--- src/hdl/clw_pkg.sv ---
// Shared types and constants for the character LCD text writer.
// No dependencies.
package clw_pkg;

    localparam int unsigned Q_DEPTH = 2;
    localparam int unsigned Q_AW    = $clog2(Q_DEPTH);

    localparam logic [7:0] LCD_CMD_CLEAR = 8'h01;
    localparam logic       LCD_DDRAM_BIT = 1'b1;
    localparam logic       RS_CMD        = 1'b0;
    localparam logic       RS_DATA       = 1'b1;
    localparam logic [2:0] LAST_ROW      = 3'd3;

    typedef enum logic [2:0] {
        CMD_CHAR    = 3'd0,
        CMD_NEWLINE = 3'd1,
        CMD_SET     = 3'd2,
        CMD_CLEAR   = 3'd3,
        CMD_RAW     = 3'd4
    } cmd_e;

    typedef enum logic [2:0] {
        CFG_COLUMNS   = 3'd0,
        CFG_ROWS      = 3'd1,
        CFG_ROW0_BASE = 3'd2,
        CFG_ROW1_BASE = 3'd3,
        CFG_ROW2_BASE = 3'd4,
        CFG_ROW3_BASE = 3'd5
    } cfg_idx_e;

    typedef enum logic [2:0] {
        BK_IDLE,
        BK_PRE_HI,
        BK_PRE_LO,
        BK_MAIN_HI,
        BK_MAIN_LO
    } bk_state_e;

    typedef struct packed {
        logic [5:0]      columns;
        logic [2:0]      rows;
        logic [3:0][6:0] row_base;
    } cfg_t;

    // One request as bus bytes: optional address move, then the main byte.
    typedef struct packed {
        logic       has_pre;
        logic [7:0] pre_byte;
        logic [7:0] main_byte;
        logic       main_rs;
    } job_t;

    typedef struct packed {
        logic full;
        logic empty;
    } q_status_t;

endpackage

--- src/hdl/char_lcd_text_writer.sv ---
// Character LCD text writer top level: config registers, front end, queue, serializer.
// Depends on clw_pkg, clw_front, clw_fifo, clw_back.
//
// Turns text requests into 4-bit bus nibbles (high nibble first) for an
// HD44780-style display. A request is taken whenever the two-entry job
// queue has room, so requests may arrive back to back. The serializer sends
// one nibble per cycle through an output register while m_ready is high: a
// request is two nibbles on the bus (four for a character that wraps to the
// next row), and that serializer sets the sustained rate. Unknown commands are
// accepted and produce nothing. Registers are written through cfg_wr_en/cfg_index/
// cfg_data; the user must do so only while no request is in flight (not enforced).
module char_lcd_text_writer (
    input  logic       aclk,
    input  logic       aresetn,
    input  logic       cfg_wr_en,
    input  logic [2:0] cfg_index,
    input  logic [6:0] cfg_data,
    input  logic       s_valid,
    output logic       s_ready,
    input  logic [2:0] s_command,
    input  logic [7:0] s_value,
    input  logic [6:0] s_column,
    input  logic [1:0] s_row,
    output logic       m_valid,
    input  logic       m_ready,
    output logic [3:0] m_nibble,
    output logic       m_register_select,
    output logic       m_last
);
    import clw_pkg::*;

    cfg_t      cfg_reg, cfg_next;
    q_status_t q_status;
    job_t      push_job;
    job_t      head_job;
    logic      push;
    logic      pop;

    always_comb begin
        cfg_next = cfg_reg;
        if (cfg_wr_en) begin
            case (cfg_idx_e'(cfg_index))
                CFG_COLUMNS:   cfg_next.columns     = cfg_data[5:0];
                CFG_ROWS:      cfg_next.rows        = cfg_data[2:0];
                CFG_ROW0_BASE: cfg_next.row_base[0] = cfg_data;
                CFG_ROW1_BASE: cfg_next.row_base[1] = cfg_data;
                CFG_ROW2_BASE: cfg_next.row_base[2] = cfg_data;
                CFG_ROW3_BASE: cfg_next.row_base[3] = cfg_data;
                default:       cfg_next = cfg_reg;
            endcase
        end
    end

    always_ff @(posedge aclk) begin
        if (!aresetn) begin
            cfg_reg.columns     <= 6'd20;
            cfg_reg.rows        <= 3'd4;
            cfg_reg.row_base[0] <= 7'd0;
            cfg_reg.row_base[1] <= 7'd64;
            cfg_reg.row_base[2] <= 7'd20;
            cfg_reg.row_base[3] <= 7'd84;
        end else begin
            cfg_reg <= cfg_next;
        end
    end

    clw_front u_front (
        .aclk      (aclk),
        .aresetn   (aresetn),
        .cfg       (cfg_reg),
        .s_valid   (s_valid),
        .s_ready   (s_ready),
        .s_command (s_command),
        .s_value   (s_value),
        .s_column  (s_column),
        .s_row     (s_row),
        .q_status  (q_status),
        .push      (push),
        .push_job  (push_job)
    );

    clw_fifo u_fifo (
        .aclk     (aclk),
        .aresetn  (aresetn),
        .push     (push),
        .push_job (push_job),
        .pop      (pop),
        .head_job (head_job),
        .status   (q_status)
    );

    clw_back u_back (
        .aclk              (aclk),
        .aresetn           (aresetn),
        .q_status          (q_status),
        .head_job          (head_job),
        .pop               (pop),
        .m_valid           (m_valid),
        .m_ready           (m_ready),
        .m_nibble          (m_nibble),
        .m_register_select (m_register_select),
        .m_last            (m_last)
    );

    a_q_status_sane: assert property (@(posedge aclk) disable iff (!aresetn)
        !(q_status.full && q_status.empty))
        else $error("queue reports full and empty together");

    a_push_has_room: assert property (@(posedge aclk) disable iff (!aresetn)
        push |-> !q_status.full)
        else $error("job pushed into a full queue");

    a_pop_not_empty: assert property (@(posedge aclk) disable iff (!aresetn)
        pop |-> !q_status.empty)
        else $error("job popped from an empty queue");

    a_unknown_no_push: assert property (@(posedge aclk) disable iff (!aresetn)
        (s_valid && s_ready && s_command > CMD_RAW) |-> !push)
        else $error("unknown command produced a job");

endmodule

--- src/hdl/clw_front.sv ---
// Request front end: accepts requests, tracks the cursor, builds byte jobs.
// Depends on clw_pkg.
module clw_front (
    input  logic              aclk,
    input  logic              aresetn,
    input  clw_pkg::cfg_t     cfg,
    input  logic              s_valid,
    output logic              s_ready,
    input  logic [2:0]        s_command,
    input  logic [7:0]        s_value,
    input  logic [6:0]        s_column,
    input  logic [1:0]        s_row,
    input  clw_pkg::q_status_t q_status,
    output logic              push,
    output clw_pkg::job_t     push_job
);
    import clw_pkg::*;

    logic [6:0] cur_col_reg, cur_col_next;
    logic [1:0] cur_row_reg, cur_row_next;
    logic [2:0] row_inc;
    logic [1:0] nl_row;
    logic [6:0] nl_addr;
    logic [6:0] set_addr;
    logic       wrap;
    logic       accept;

    assign s_ready = !q_status.full;
    assign accept  = s_valid && s_ready;

    always_comb begin
        row_inc = {1'b0, cur_row_reg} + 3'd1;
        if (row_inc >= cfg.rows || row_inc > LAST_ROW) begin
            nl_row = 2'd0;
        end else begin
            nl_row = row_inc[1:0];
        end
    end

    assign nl_addr  = cfg.row_base[nl_row];
    assign set_addr = cfg.row_base[s_row] + s_column;
    assign wrap     = cur_col_reg >= {1'b0, cfg.columns};

    always_comb begin
        push_job     = '0;
        push         = 1'b0;
        cur_col_next = cur_col_reg;
        cur_row_next = cur_row_reg;
        case (cmd_e'(s_command))
            CMD_CHAR: begin
                push               = accept;
                push_job.has_pre   = wrap;
                push_job.pre_byte  = {LCD_DDRAM_BIT, nl_addr};
                push_job.main_byte = s_value;
                push_job.main_rs   = RS_DATA;
                if (accept) begin
                    if (wrap) begin
                        cur_col_next = 7'd1;
                        cur_row_next = nl_row;
                    end else begin
                        cur_col_next = cur_col_reg + 7'd1;
                    end
                end
            end
            CMD_NEWLINE: begin
                push               = accept;
                push_job.main_byte = {LCD_DDRAM_BIT, nl_addr};
                push_job.main_rs   = RS_CMD;
                if (accept) begin
                    cur_col_next = 7'd0;
                    cur_row_next = nl_row;
                end
            end
            CMD_SET: begin
                push               = accept;
                push_job.main_byte = {LCD_DDRAM_BIT, set_addr};
                push_job.main_rs   = RS_CMD;
                if (accept) begin
                    cur_col_next = s_column;
                    cur_row_next = s_row;
                end
            end
            CMD_CLEAR: begin
                push               = accept;
                push_job.main_byte = LCD_CMD_CLEAR;
                push_job.main_rs   = RS_CMD;
                if (accept) begin
                    cur_col_next = 7'd0;
                    cur_row_next = 2'd0;
                end
            end
            CMD_RAW: begin
                push               = accept;
                push_job.main_byte = s_value;
                push_job.main_rs   = RS_CMD;
            end
            default: begin
                push = 1'b0;
            end
        endcase
    end

    always_ff @(posedge aclk) begin
        if (!aresetn) begin
            cur_col_reg <= '0;
            cur_row_reg <= '0;
        end else begin
            cur_col_reg <= cur_col_next;
            cur_row_reg <= cur_row_next;
        end
    end

endmodule

--- src/hdl/clw_fifo.sv ---
// Short job queue between the front end and the nibble serializer.
// Depends on clw_pkg.
module clw_fifo (
    input  logic               aclk,
    input  logic               aresetn,
    input  logic               push,
    input  clw_pkg::job_t      push_job,
    input  logic               pop,
    output clw_pkg::job_t      head_job,
    output clw_pkg::q_status_t status
);
    import clw_pkg::*;

    job_t              mem_reg [Q_DEPTH];
    logic [Q_AW-1:0]   wr_ptr_reg, wr_ptr_next;
    logic [Q_AW-1:0]   rd_ptr_reg, rd_ptr_next;
    logic [Q_AW:0]     count_reg, count_next;
    logic              do_push, do_pop;

    assign status.full  = count_reg == (Q_AW+1)'(Q_DEPTH);
    assign status.empty = count_reg == '0;
    assign do_push      = push && !status.full;
    assign do_pop       = pop && !status.empty;
    assign head_job     = mem_reg[rd_ptr_reg];

    always_comb begin
        wr_ptr_next = wr_ptr_reg;
        rd_ptr_next = rd_ptr_reg;
        count_next  = count_reg;
        if (do_push) begin
            wr_ptr_next = (wr_ptr_reg == Q_AW'(Q_DEPTH - 1)) ? '0 : wr_ptr_reg + 1'b1;
        end
        if (do_pop) begin
            rd_ptr_next = (rd_ptr_reg == Q_AW'(Q_DEPTH - 1)) ? '0 : rd_ptr_reg + 1'b1;
        end
        if (do_push && !do_pop) begin
            count_next = count_reg + 1'b1;
        end else if (do_pop && !do_push) begin
            count_next = count_reg - 1'b1;
        end
    end

    always_ff @(posedge aclk) begin
        if (!aresetn) begin
            wr_ptr_reg <= '0;
            rd_ptr_reg <= '0;
            count_reg  <= '0;
        end else begin
            wr_ptr_reg <= wr_ptr_next;
            rd_ptr_reg <= rd_ptr_next;
            count_reg  <= count_next;
        end
    end

    always_ff @(posedge aclk) begin
        if (do_push) begin
            mem_reg[wr_ptr_reg] <= push_job;
        end
    end

endmodule

--- src/hdl/clw_back.sv ---
// Nibble serializer: splits queued byte jobs into high/low nibbles.
// Depends on clw_pkg.
module clw_back (
    input  logic               aclk,
    input  logic               aresetn,
    input  clw_pkg::q_status_t q_status,
    input  clw_pkg::job_t      head_job,
    output logic               pop,
    output logic               m_valid,
    input  logic               m_ready,
    output logic [3:0]         m_nibble,
    output logic               m_register_select,
    output logic               m_last
);
    import clw_pkg::*;

    bk_state_e  state_reg, state_next;
    job_t       job_reg, job_next;
    logic       out_valid_reg, out_valid_next;
    logic [3:0] out_nibble_reg, out_nibble_next;
    logic       out_rs_reg, out_rs_next;
    logic       out_last_reg, out_last_next;
    logic       load_out;
    logic       advance;
    logic [3:0] nib;
    logic       nib_rs;
    logic       nib_last;

    assign load_out = !out_valid_reg || m_ready;
    assign advance  = (state_reg != BK_IDLE) && load_out;
    assign pop      = !q_status.empty
                      && (state_reg == BK_IDLE || (advance && state_reg == BK_MAIN_LO));

    always_comb begin
        state_next = state_reg;
        job_next   = job_reg;
        if (pop) begin
            job_next   = head_job;
            state_next = head_job.has_pre ? BK_PRE_HI : BK_MAIN_HI;
        end else if (advance) begin
            case (state_reg)
                BK_PRE_HI:  state_next = BK_PRE_LO;
                BK_PRE_LO:  state_next = BK_MAIN_HI;
                BK_MAIN_HI: state_next = BK_MAIN_LO;
                BK_MAIN_LO: state_next = BK_IDLE;
                default:    state_next = BK_IDLE;
            endcase
        end
    end

    always_comb begin
        nib      = '0;
        nib_rs   = RS_CMD;
        nib_last = 1'b0;
        case (state_reg)
            BK_PRE_HI:  nib = job_reg.pre_byte[7:4];
            BK_PRE_LO:  nib = job_reg.pre_byte[3:0];
            BK_MAIN_HI: begin
                nib    = job_reg.main_byte[7:4];
                nib_rs = job_reg.main_rs;
            end
            BK_MAIN_LO: begin
                nib      = job_reg.main_byte[3:0];
                nib_rs   = job_reg.main_rs;
                nib_last = 1'b1;
            end
            default: nib = '0;
        endcase
    end

    always_comb begin
        out_valid_next  = out_valid_reg;
        out_nibble_next = out_nibble_reg;
        out_rs_next     = out_rs_reg;
        out_last_next   = out_last_reg;
        if (load_out) begin
            out_valid_next  = advance;
            out_nibble_next = nib;
            out_rs_next     = nib_rs;
            out_last_next   = nib_last;
        end
    end

    always_ff @(posedge aclk) begin
        if (!aresetn) begin
            state_reg     <= BK_IDLE;
            out_valid_reg <= 1'b0;
        end else begin
            state_reg     <= state_next;
            out_valid_reg <= out_valid_next;
        end
    end

    always_ff @(posedge aclk) begin
        job_reg        <= job_next;
        out_nibble_reg <= out_nibble_next;
        out_rs_reg     <= out_rs_next;
        out_last_reg   <= out_last_next;
    end

    assign m_valid           = out_valid_reg;
    assign m_nibble          = out_nibble_reg;
    assign m_register_select = out_rs_reg;
    assign m_last            = out_last_reg;

endmodule
--- config.mk ---
export PLATFORM = sky130hd
export DESIGN_NAME = char_lcd_text_writer
export DESIGN_NICKNAME = d
export VERILOG_FILES = /design/src/hdl/clw_pkg.sv /design/src/hdl/char_lcd_text_writer.sv /design/src/hdl/clw_front.sv /design/src/hdl/clw_fifo.sv /design/src/hdl/clw_back.sv
export SDC_FILE = /design/constraint.sdc
export NUM_CORES = 1
export LEC_CHECK = 0
export BUFFER_PORTS_ARGS = -buffer_cell sky130_fd_sc_hd__clkbuf_2
export CAP_MARGIN = 20
export CORE_ASPECT_RATIO = 0.6
export CORE_UTILIZATION = 55
export DETAILED_ROUTE_END_ITERATION = 8
export PLACE_DENSITY = 0.75
export SETUP_SLACK_MARGIN = 0.15
export SLEW_MARGIN = 20
export SYNTH_ARGS = -nofsm -noshare
export SYNTH_HDL_FRONTEND = slang
export SYNTH_HIERARCHICAL = 1
export SYNTH_SLANG_ARGS = --single-unit
--- constraint.sdc ---
create_clock -name aclk -period 10 [get_ports aclk]
set_input_delay 3 -clock aclk [delete_from_list [all_inputs] [get_ports aclk]]
set_output_delay 3 -clock aclk [all_outputs]
set_load 0.05 [all_outputs]
==> out/qor.txt <==
Count of final setup violators - 0
Post-DP HPWL - 9.83 mm
Pre-CTS setup slack - 4.25 ns
Initial antenna violation count - 0
Max FFs per register - 37
Fin nets - 594
ANT nets after route - 0
Clk buf depth - 2
Syn Std Cell Area - 5770 um^2
WS Path Type - input pin to register
Synthesized area per cell - 11.5 um^2
CTS tree - done
Global-route wire length before repair - 21.3 mm
Critical Path RT - 10.16 ns
Core Box Area - 10000 um^2
Initial Util - 57.6%
CP peak stage delay - 0.56 ns
Die Wd - 134 um
CP Cell Sequence - clkbuf_2 > mux4_2 > ha_1 > fa_1 > a211oi_1 > o21bai_1 > a21oi_1 > xnor2_1 > a221o_1
Total grt overflow - 0
CP arrival - 5.52 ns
Final hold violation count - 0
Most common cell after layout, fill and taps aside - edfxtp_1
Filler Cell Count - 780
Full die area - 10900 um^2
Synthesis Warnings - 6
Clk Latency, worst-skew pair - 0.42 ns
Endpoint class of the critical path - register
Vias in the first global route - 4003
Peak supply drop - 0.160 mV
Number of buffers created by CTS - 17
Tot GR Track Use - 26.8%
Setup ws final - 4.64 ns
H-tree depth - 4
Syn Inst Count - 501
First drt pass iteration count - 5
Final period utilization - 53.6%
Max-slew violation total from the final report - 0
Ports - 43
Total number of vias - 4147
M2 GR Usage - 39.5%
DRC - 0
Hold Buf Count CTS - 0
CP Max Fanout - 8
Largest net degree at the start of global routing - 69
Wire per inst - 19.7 um
Post-CTS sizing - 0
Gpl congestion - 0.966
Routed Wire Length - 13.5 mm
Fin area - 6640 um^2
Most Used Layer, Global Route - met2
Synth unique cells - 73
Synthesized Nets - 556
EDFF count, synth - 59
Postcts setup bufs - 0
Tightest Pin Transition - 0.932 ns
Placed cells - 655
CTS Root Cell - clkbuf_16
Met1 GRT Util - 37.9%
Area Overhead vs Synth - 15.0%
RSZ-0062 raised after global routing - no
Floorplan row count - 28
Tightest hold margin - 0.462 ns
Pwr Density - 240 nW/um^2
Final min period - 5.36 ns
ANT cells - 0
Status - finished, final reports clean
Initial DRC Count - 399
Via density - 6.04
Max Clock Freq - 0.187 GHz
Post-Layout Cell Count - 687
Critical-path top delay cell - mux4_2
Area of the multi-input gates - 2680 um^2
PortBufs - 42
M3 GR Usage - 7.49%
Synth async-reset ratio - 0%
Setup TNS Final - 0 ns
Storage element area - 2870 um^2
Worst-path clk slew - 0.06 ns
Setup Skew - 0.00689 ns
Relative slew slack - 37.9%
Placed cell area - 6030 um^2
Sequential-to-total area share from yosys stat - 49.8%
CTS sink count - 114
Startpoint Class - input pin
Share of post-route cells with drive strength above 1 - 22.6%
P_leak - 0.00265 uW
Prevailing post-synth register cell - edfxtp_1
Most frequent cells in the layout - edfxtp_1 (59), dfxtp_1 (55), nand2_1 (52), mux2i_1 (46), clkbuf_2 (42)
HP Class - register to register
#FFs+latches synth - 114
Max Cap Viol - 0
Chip height - 81.4 um
logic make-up (layout without fill, tap and decap cells):
kind of cell	count (synthesis)	in the layout	synth area share, %
buffers and inverters	45	96	3.73
DFF	114	114	49.8
and+or+nand+nor	144	144	13.9
adders and majority gates	20	20	4.47
xor gates and xnor gates	7	7	1.06
AOI/OAI and AO/OA	96	96	12.0
muxes	75	75	15.1
per-layer routing:
layer | vias to the layer above | wire, um
met4 | 0 | 149
met1 | 2062 | 6430
li1 | 1931 | -
met5 | - | 0
met2 | 139 | 5920
met3 | 15 | 1060
cell type report:
type / instances / area share [%]
Sequential cell: 114 / 43.3
Multi-Input combinational cell: 342 / 40.4
Clock buffer: 17 / 6.41
Timing Repair Buffer: 45 / 3.51
Clock inverter: 15 / 2.73
Tap cell: 135 / 2.55
Inverter: 19 / 1.07
through the flow:
| step | utilization [%] | power [uW] |
|---|---|---|
| after floorplan | - | 892 |
| after global placement | 60.2 | 963 |
| after detailed placement | 60.2 | 978 |
| after CTS | 66.2 | 1600 |
| after global routing | 66.2 | 1660 |
| final | 66.2 | 1590 |
power breakdown:
group,switching [uW],internal [uW],leakage (uW)
registers,59.1,590,0.00102
clock network,226,393,0.000282
logic,196,132,0.00135
cells in the mapped netlist (3+ instances only):
cell type | number | area share, %
edfxtp_1 | 59 | 31
dfxtp_1 | 55 | 19
nand2_1 | 52 | 3.4
mux2i_1 | 46 | 8.0
nor2_1 | 24 | 1.6
nor2b_1 | 22 | 2.4
mux2_2 | 21 | 4.1
ha_1 | 19 | 4.1
a21oi_1 | 18 | 1.6
inv_1 | 18 | 1.2
o21ai_0 | 14 | 1.2
clkbuf_1 | 12 | 0.78
o21ai_1 | 9 | 0.78
nand2b_1 | 7 | 0.76
a211o_1 | 6 | 0.91
buf_2 | 6 | 0.52
mux4_2 | 6 | 2.3
a22oi_1 | 5 | 0.65
a211oi_1 | 4 | 0.52
a21o_1 | 4 | 0.52
and2_1 | 4 | 0.43
and3_1 | 4 | 0.43
buf_4 | 4 | 0.52
o211ai_1 | 4 | 0.52
o221ai_1 | 4 | 0.61
xnor2_1 | 4 | 0.61
a221o_1 | 3 | 0.52
buf_6 | 3 | 0.59
nand3_1 | 3 | 0.26
nand4b_1 | 3 | 0.46
o21a_1 | 3 | 0.39
xor2_1 | 3 | 0.46
path summary, 6_finish.rpt:
check                                             from                    to  slack, ns  cells past startpoint
worst max register to register  u_front/cur_row_reg[0]  u_fifo/mem_reg[0][4]       6.64                      7
worst min-delay path                       cfg_reg[32]           cfg_reg[32]       0.46                      2
worst max-delay path                          s_row[0]  u_fifo/mem_reg[1][7]       4.64                      9
worst min register to register             cfg_reg[32]           cfg_reg[32]       0.46                      2
critical path: cells and delay by family:
family                     cells  cell delay (ns)
AOI/OAI and AO/OA              4             0.93
adders and majority gates      2             0.68
buffers and inverters          1             0.25
xor gates and xnor gates       1             0.09
muxes                          1             0.56
No activity file was read; power rests on OpenSTA's default activity.
